<file path="config.mk">
export PLATFORM = sky130hd
export DESIGN_NAME = gpm_divider
export DESIGN_NICKNAME = d
export VERILOG_FILES = /design/src/design/gpm_pkg.sv /design/src/design/gpm_divider.sv
export SDC_FILE = /design/constraint.sdc
export NUM_CORES = 1
export LEC_CHECK = 0
export BUFFER_PORTS_ARGS = -buffer_cell sky130_fd_sc_hd__buf_2
export CAP_MARGIN = 10
export CORE_MARGIN = 2
export CORE_UTILIZATION = 25
export DETAILED_ROUTE_END_ITERATION = 7
export PLACE_DENSITY = 0.43
export SYNTH_ARGS = -nofsm -noshare
export SYNTH_HDL_FRONTEND = slang
export SYNTH_SLANG_ARGS = --single-unit
</file>
<file path="constraint.sdc">
create_clock -name clk -period 3.7 [get_ports clk]
set_clock_uncertainty 0.1 [all_clocks]
set_input_delay 0.185 -clock clk [delete_from_list [all_inputs] [get_ports clk]]
set_output_delay 0.185 -clock clk [all_outputs]
set_load 0.005 [all_outputs]
</file>
<file path="src/design/gpm_pkg.sv">
// shared types and constants for the graph partition modularity block
package gpm_pkg;

	// input record kinds
	localparam logic [1:0] MODE_NODE   = 2'd0;
	localparam logic [1:0] MODE_EDGE   = 2'd1;
	localparam logic [1:0] MODE_FINISH = 2'd2;

	// result status codes
	localparam logic [1:0] STATUS_OK    = 2'd0;
	localparam logic [1:0] STATUS_EMPTY = 2'd1;
	localparam logic [1:0] STATUS_SAT   = 2'd2;

	// field and store widths
	localparam int COMM_W     = 8;
	localparam int COMM_COUNT = 256;
	localparam int DEG_W      = 16;
	localparam int VOL_W      = 22;
	localparam int INT_W      = 21;
	localparam int EDGE_W     = 21;
	localparam int FRAC_BITS  = 16;
	localparam int Q_W        = FRAC_BITS + 1;
	localparam int SOUT_W     = 43;

	localparam logic [COMM_W-1:0] COMM_LAST  = COMM_W'(COMM_COUNT - 1);
	localparam logic [EDGE_W-1:0] EDGE_LIMIT = EDGE_W'(1048576);
	localparam logic [VOL_W-1:0]  VOL_MAX    = {VOL_W{1'b1}};

	// finish arithmetic widths
	localparam int SQ_W    = 2 * VOL_W;
	localparam int SSUM_W  = SQ_W + COMM_W;
	localparam int PROD_W  = 2 * EDGE_W;
	localparam int DEN_W   = PROD_W + 1;
	localparam int MAG_W   = SSUM_W;
	localparam int QUO_W   = 2 * FRAC_BITS;
	localparam int REM_W   = DEN_W + 1;
	localparam int SHIFT_W = DEN_W + FRAC_BITS;
	localparam int CNT_W   = $clog2(QUO_W + 1);

	localparam logic [SSUM_W-1:0] SSUM_MAX  = SSUM_W'(64'd4398046511104);
	localparam logic [QUO_W-1:0]  Q_POS_MAX = QUO_W'((64'd1 << FRAC_BITS) - 64'd1);
	localparam logic [QUO_W-1:0]  Q_NEG_MAX = QUO_W'(64'd1 << (FRAC_BITS - 1));

	// request to the quotient unit
	typedef struct packed {
		logic             start;
		logic             neg;
		logic [MAG_W-1:0] mag;
		logic [DEN_W-1:0] den;
	} div_req_t;

	// answer from the quotient unit
	typedef struct packed {
		logic                  done;
		logic signed [Q_W-1:0] q;
	} div_res_t;

endpackage

</file>
<file path="src/design/gpm_divider.sv">
// bit-serial scaled quotient with saturation for the modularity value
module gpm_divider import gpm_pkg::*; (
	input  logic     clk,
	input  logic     arst_n,
	input  div_req_t req,
	output div_res_t res
);

	logic             busy_q;
	logic [CNT_W-1:0] cnt_q;
	logic [REM_W-1:0] rem_q;
	logic [QUO_W-1:0] num_q;
	logic [QUO_W-1:0] quo_q;
	logic [DEN_W-1:0] den_q;
	logic             neg_q;
	logic             sat_q;
	div_res_t         res_q;

	logic [REM_W-1:0] trial;
	logic             fits;
	logic             sat_c;
	logic [QUO_W-1:0] limit;
	logic [QUO_W-1:0] res_mag;

	// one quotient bit per step
	assign trial = {rem_q[REM_W-2:0], num_q[QUO_W-1]};
	assign fits  = trial >= REM_W'(den_q);

	// a quotient whose integer part is 2^16 or more saturates at once
	assign sat_c = SHIFT_W'(req.mag) >= {req.den, {FRAC_BITS{1'b0}}};

	// clamp to the signed range of the result
	assign limit   = neg_q ? Q_NEG_MAX : Q_POS_MAX;
	assign res_mag = (sat_q || quo_q > limit) ? limit : quo_q;

	always_ff @(posedge clk or negedge arst_n) begin
		if (!arst_n) begin
			busy_q <= 1'b0;
			cnt_q  <= '0;
			rem_q  <= '0;
			num_q  <= '0;
			quo_q  <= '0;
			den_q  <= '0;
			neg_q  <= 1'b0;
			sat_q  <= 1'b0;
			res_q  <= '0;
		end else begin
			// done pulses for one cycle when the last step is reached
			res_q.done <= busy_q && !req.start && (sat_q || cnt_q == '0);
			if (req.start) begin
				busy_q <= 1'b1;
				cnt_q  <= CNT_W'(QUO_W);
				rem_q  <= REM_W'(req.mag >> FRAC_BITS);
				num_q  <= {req.mag[FRAC_BITS-1:0], {FRAC_BITS{1'b0}}};
				quo_q  <= '0;
				den_q  <= req.den;
				neg_q  <= req.neg;
				sat_q  <= sat_c;
			end else if (busy_q) begin
				if (sat_q || cnt_q == '0) begin
					busy_q     <= 1'b0;
					res_q.q    <= neg_q ? -Q_W'(res_mag[Q_W-1:0]) : Q_W'(res_mag[Q_W-1:0]);
				end else begin
					rem_q <= fits ? trial - REM_W'(den_q) : trial;
					quo_q <= {quo_q[QUO_W-2:0], fits};
					num_q <= {num_q[QUO_W-2:0], 1'b0};
					cnt_q <= cnt_q - 1'b1;
				end
			end
		end
	end

	assign res = res_q;

endmodule

</file>
Yosys cells after proc, flatten, opt, wreduce, memory -nomap -nowiden
Index checks and enable logic that the tools add are counted.
Word-level totals
  logic and storage cells: 46
  bits in registers: 177
  output and inout bits: 18
Operators by class
  bitwise gates (word level): 1
  reductions and logical operators: 9
  equality and inequality tests: 1
  magnitude comparators: 3
  mux-type cells: 19
  $add $sub $neg: 3
Operators by type and width (count)
  $mux 32: 6
  $mux 43: 4
  $ge 52x59->1: 1
  $ge 44x43->1: 1
  $sub 43x43->43: 1
  $mux 17: 2
  $gt 32x16->1: 1
  $mux 6: 3
  $neg 17->17: 1
  $mux 15: 1
  $logic_not 6->1: 1
  $sub 6x1->6 const B: 1
  $mux 1: 3
  $reduce_and 3->1: 1
  $logic_and 1x1->1: 2
  $logic_or 1x1->1: 2
  $ne 2x2->1 const B: 1
  $reduce_and 2->1: 1
  $reduce_bool 2->1: 1
  $logic_not 1->1: 1
  $not 1->1: 1

Longest topological paths before layout
  depth in word-level cells: 6
  gate-level depth with buffers: 20
  depth with buffers taken out: 16

Worst setup path before layout
No wires, ideal clock.
  path type: register to register
  start: register neg_q
  end: register res_q, in the netlist res[4]
  stages on the path, launching flop included: 20
  arrival: 3.575 ns
  buffers on the path: 5
  slack: -0.105 ns
  cell sequence: dfrtp_1 -> clkbuf_1 -> inv_1 -> clkbuf_1 -> ha_1 -> nor2b_1 -> o21a_1 -> o21a_1 -> o21ai_0 -> o211a_1 -> o21ai_0 -> buf_2 -> buf_2 -> o21ai_0 -> ha_1 -> clkbuf_1 -> nand2_1 -> or4_1 -> o2111ai_1 -> o21ai_0
On the way
  cells in the longest elaborated chain, start to end: 6
Ends and longest elaborated chain
  from (decl): RTL line gpm_divider.sv:15  | logic neg_q;
  from (signal assigned): RTL line gpm_divider.sv:57  | neg_q <= req.neg;
  $mux 15: RTL line gpm_divider.sv:33  | assign limit = neg_q ? Q_NEG_MAX : Q_POS_MAX;
  $gt 32x16->1: RTL line gpm_divider.sv:34  | assign res_mag = (sat_q || quo_q > limit) ? limit : quo_q;
  $logic_or 1x1->1: RTL line gpm_divider.sv:34
  $mux 17: RTL line gpm_divider.sv:34
  $neg 17->17: RTL line gpm_divider.sv:62  | res_q.q <= neg_q ? -Q_W'(res_mag[Q_W-1:0]) : Q_W'(res_mag[Q_W-1:0]);
  $mux 17 (*): RTL line gpm_divider.sv:62
  to (decl): RTL line gpm_divider.sv:17  | div_res_t res_q;
Mark *: on every way between the ends. The rest lies on a longest branch, timed or not.
A chain may end at the register's enable or synchronous reset.

Worst setup path after layout
  start: register num_q[31]
  end: register rem_q[12]
On the way
  cells in the longest elaborated chain, start to end: 5
  elaborated cells between the ends (all ways): 6
  those cells by class: add/sub: 1; order compare: 1; mux: 4
Ends and longest elaborated chain
  from (decl): RTL line gpm_divider.sv:12  | logic [QUO_W-1:0] num_q;
  from (signal assigned): RTL line gpm_divider.sv:54  | num_q <= {req.mag[FRAC_BITS-1:0], {FRAC_BITS{1'b0}}};
  from (signal assigned): RTL line gpm_divider.sv:66  | num_q <= {num_q[QUO_W-2:0], 1'b0};
  $sub 43x43->43 / $ge 44x43->1 (equally long branches): RTL line gpm_divider.sv:64, gpm_divider.sv:27
  $mux 43 (*): RTL line gpm_divider.sv:64  | rem_q <= fits ? trial - REM_W'(den_q) : trial;
  $mux 43 (*): RTL line gpm_divider.sv:60  | if (sat_q || cnt_q == '0) begin
  $mux 43 (*): RTL line gpm_divider.sv:59  | end else if (busy_q) begin
  $mux 43 (*): RTL line gpm_divider.sv:50  | if (req.start) begin
  to (signal assigned): RTL line gpm_divider.sv:53  | rem_q <= REM_W'(req.mag >> FRAC_BITS);
  to (signal assigned): RTL line gpm_divider.sv:64
  to (decl): RTL line gpm_divider.sv:11  | logic [REM_W-1:0] rem_q;
Mark *: on every way between the ends. The rest lies on a longest branch, timed or not. The select of a mux whose other input is x is not followed.

==> impl_results.md <==
- Outcome: completed
- Critical path buffer and inverter count: 2
- Critical path's slowest cell: sky130_fd_sc_hd__fa_1
- Total Neg Setup Slack: 0 ns
- Number of buffers created by CTS: 17
- RSZ-0062 raised after global routing: false
- Clock-pin slew on the worst setup and hold paths: roughly 0.080 ns
- Final antenna-violating net count: 0
- Hold Path End: cnt_q[4]
- RR Startpoint: num_q[31]
- Number of synthesized flops with an enable pin: 0
- Ys Warns: 0
- Worst slew margin: approximately two fifths
- Pwr/cell area: 662 mW/mm2
- Routed wire length: about 33 mm
- Synth Cell Area: between 0.01 and 0.015 mm2
- CP startpoint kind: register
- Asr flop ratio synth: 100%
- Antenna violations before repair: 0
- Crit path time final: 3.32 ns
- Buffer cell driving the clock tree root: sky130_fd_sc_hd__clkbuf_16
- Detail-routed via count per cell: ~4.8
- Buffer depth of the longest clock path: 2
- Required time at the endpoint of the critical path: around 3.9 ns
- Worst hold path type: in -> reg
- Top Ports: around 120
- Category of cells accounting for the largest share of critical-path delay: compound AO/OA/AOI/OAI gates
- Area of the die: roughly 0.046 mm2
- Final global-route overflow total: 0
- Share of synthesized cell area in and, or, nand and nor gates: ~17%
- Wirelength per Cell: roughly 16 um
- Average instance area after synthesis: ~8.4 um2
- Largest stage delay, worst path: between 0.4 and 0.5 ns
- Clock sinks: about 160
- Top library cells by usage in the layout, fill and taps aside: sky130_fd_sc_hd__nand2_1 (204), sky130_fd_sc_hd__o21ai_0 (160), sky130_fd_sc_hd__dfrtp_1 (160), sky130_fd_sc_hd__buf_2 (114)
- Post-route clock period utilization: between 80% and 90%
- Met1 layer wirelength in the final routing: around 16 mm
- Crit Path Max Fanout: 22
- Final design instance area without fill: approximately 0.014 mm2
- Finished Core Util: between 30% and 40%
- CTS H-tree depth: 4
- Setup slack after placement: 0.197 ns
- Nature of the critical path endpoint: register
- Overall global routing resource usage: between 10 and 15%
- Sum of met2 wire segment lengths after detailed routing: around 16 mm
- Commonest non-fill, non-tap cell in the layout: sky130_fd_sc_hd__nand2_1
- Share of synthesized area spent on multiplexers: under 10%
- List of cells traversed by the critical path: inv_1, ha_1, fa_1, nor2b_1, o2111ai_1, and4b_1, o21ai_1, o211ai_1, nand3_4, buf_4, nor2_1, a222oi_1, o21ai_0
- Via count of the routed design: 10,100
- DR pass1 iterations: 6
- Horizontal extent of the die: 214 um
- Reg2reg end: rem_q[12]
- Site row count: 77
- Total count of hold-check failures in the final report: 0
- Leakage: about 6.3 nW
- Starting density of the core: 25.2%
- Number of endpoints failing setup at the final stage: 0
- Slew of the pin with the lowest slew margin: between 0.8 and 0.9 ns
- Antenna diodes: 0
- DIE HEIGHT: 214 um
- First-pass GRT wire length: 55.2 mm
- Hold Path Cell Cnt: 2
- Routed wl met3: 801 um
- Critical hold path startpoint: req[96]
- Topmost layer with routed signal wires: met4
- Starting DRC count in detailed routing: 577
- Top flip-flop cell by instance count after synthesis: sky130_fd_sc_hd__dfrtp_1
- Instance area after placement: between 0.01 and 0.015 mm2
- Slew Viols, Final: 0
- Max-cap check violation count: 0
- Number of nets in the synthesized netlist: 1,510
- Max Clock Freq: approximately 0.30 GHz
- Adder and majority cell fraction of the synthesized area: 11.2%
- TritonCTS clock tree: done
- Share of layout cells above drive strength 1: about an eighth
- XOR/XNOR share of the synthesized area: 3.33%
- Clock latency on the worst-skew pair: between 0.4 and 0.5 ns
- Final weighted congestion in routability-driven placement: slightly above 0.8
- Peak supply drop: around 0.33 mV
- Compound-Gate Fraction of Synth Area: about a quarter
- Worst reg2reg path depth: 13
- Count of nets after finishing: ~1,700
- R2R Setup Slk: around 0.38 ns
- Area growth from synthesis to layout: 26.2%
- Data arrival, critical path: about 3.6 ns
- Number of standard cells after synthesis: 1,313
- Detail Placement HPWL: approximately 24 mm
- Post-layout worst setup margin: about 0.38 ns
- Port-buffer cells: between 100 and 150
- Proportion of synthesized chip area in sequential cells: 36.4%
- Maximum number of pins on one net before global-route repair: between 90 and 100
- DRC errors left: 0
- Floorplan Core Area: between 0.04 and 0.05 mm2
- Post-synth cell types: 74
- Combinational family with the most area after synthesis: compound AO/OA/AOI/OAI gates
- Via count of the first global-routing pass: 10,300
- Type of the worst setup path: reg -> reg
- Flops & latches, synth: approximately 160
## routing by layer
| layer | track usage, % | up-vias |
|---|---|---|
| met5 | 0 | - |
| met3 | 2.30 | 29 |
| met1 | 19.6 | 4858 |
| met2 | 25.1 | 141 |
| met4 | 4.14 | 0 |
| li1 | - | 5077 |
## worst max-delay path by stage
| stage | from | to | slack, ns | cells past startpoint |
|---|---|---|---|---|
| floorplan | neg_q | res[4] | 0.01 | 19 |
| global placement | neg_q | res[8] | 0.27 | 14 |
| detailed placement | neg_q | res[4] | 0.20 | 14 |
| CTS | neg_q | res[4] | 0.19 | 14 |
| global route | neg_q | res[14] | 0.02 | 16 |
| finish | num_q[31] | rem_q[12] | 0.38 | 13 |
## power breakdown
group | switching, mW | leakage, nW | total (mW) | internal, mW
clock | 0.840 | 0.305 | 1.90 | 1.06
sequential | 0.327 | 2.03 | 2.51 | 2.19
combinational | 2.79 | 4.01 | 4.82 | 2.03
total | 3.96 | 6.35 | 9.23 | 5.28
## logic make-up (layout without fill, tap and decap cells)
| group | count (synthesis) | count (layout) |
|---|---|---|
| buffers and inverters | 163 | 372 |
| AO/OA/AOI/OAI | 424 | 424 |
| flip-flops | 161 | 161 |
| multiplexers | 27 | 27 |
| adder cells (fa/ha/maj) | 98 | 98 |
| AND/OR/NAND/NOR | 398 | 398 |
| XOR/XNOR | 42 | 42 |
## stage by stage
| step | power (mW) | hold WS (ns) | instances |
|---|---|---|---|
| detailed placement | 7.29 | 0.256 | 1983 |
| global route | 10.0 | 0.227 | 2114 |
| floorplan | 6.03 | -0.211 | 1313 |
| finish | 9.23 | 0.195 | 2114 |
| global placement | 7.29 | 0.244 | 1983 |
| CTS | 9.34 | 0.170 | 2112 |
## state kept, by name, summed over array words and instances, names as in the netlist
register	flops
num_q	16
rem_q	43
busy_q	1
quo_q	32
den_q	43
neg_q	1
res	18
sat_q	1
cnt_q	6
## synth_stat cells, types with 5 or more instances
cell | count | area share (%)
sky130_fd_sc_hd__clkbuf_1 | 48 | 1.6
sky130_fd_sc_hd__nand3_1 | 19 | 0.86
sky130_fd_sc_hd__o221ai_1 | 6 | 0.48
sky130_fd_sc_hd__nand2b_1 | 13 | 0.74
sky130_fd_sc_hd__nand2_1 | 204 | 6.9
sky130_fd_sc_hd__nand4_1 | 15 | 0.85
sky130_fd_sc_hd__a221o_1 | 7 | 0.63
sky130_fd_sc_hd__a21o_1 | 19 | 1.3
sky130_fd_sc_hd__buf_2 | 9 | 0.41
sky130_fd_sc_hd__a31oi_1 | 13 | 0.74
sky130_fd_sc_hd__o21ai_0 | 161 | 7.3
sky130_fd_sc_hd__inv_1 | 93 | 3.2
sky130_fd_sc_hd__o21ai_1 | 10 | 0.45
sky130_fd_sc_hd__nor2_1 | 60 | 2.0
sky130_fd_sc_hd__nor3_1 | 20 | 0.91
sky130_fd_sc_hd__a22oi_1 | 42 | 2.9
sky130_fd_sc_hd__xnor2_1 | 24 | 1.9
sky130_fd_sc_hd__nor2b_1 | 16 | 0.91
sky130_fd_sc_hd__dfrtp_1 | 161 | 36
sky130_fd_sc_hd__o21a_1 | 17 | 1.2
sky130_fd_sc_hd__mux2i_1 | 25 | 2.3
sky130_fd_sc_hd__a21oi_1 | 73 | 3.3
sky130_fd_sc_hd__o2111ai_1 | 6 | 0.48
sky130_fd_sc_hd__ha_1 | 97 | 11
sky130_fd_sc_hd__nor4_1 | 10 | 0.57
sky130_fd_sc_hd__a211oi_1 | 9 | 0.61
sky130_fd_sc_hd__o211ai_1 | 12 | 0.81
sky130_fd_sc_hd__xor2_1 | 18 | 1.4
sky130_fd_sc_hd__buf_1 | 5 | 0.17
sky130_fd_sc_hd__o31ai_1 | 13 | 0.88
## layout make-up
class	count	area, um2
repair buffers	245	1810
inverters	95	357
clock buffers	19	453
multi-input cells	989	6400
flip-flops and latches	161	4030
well taps	592	741
clock inverters	13	164
fillers	4750	30000
## what timing repair did
item,CTS,global route
endpoints found under the setup margin,0,7
gates resized for setup,0,2
setup buffers,0,2
hold buffers,97,0
endpoints found under the hold margin,178,0
Power figures use the tool's default switching activity.
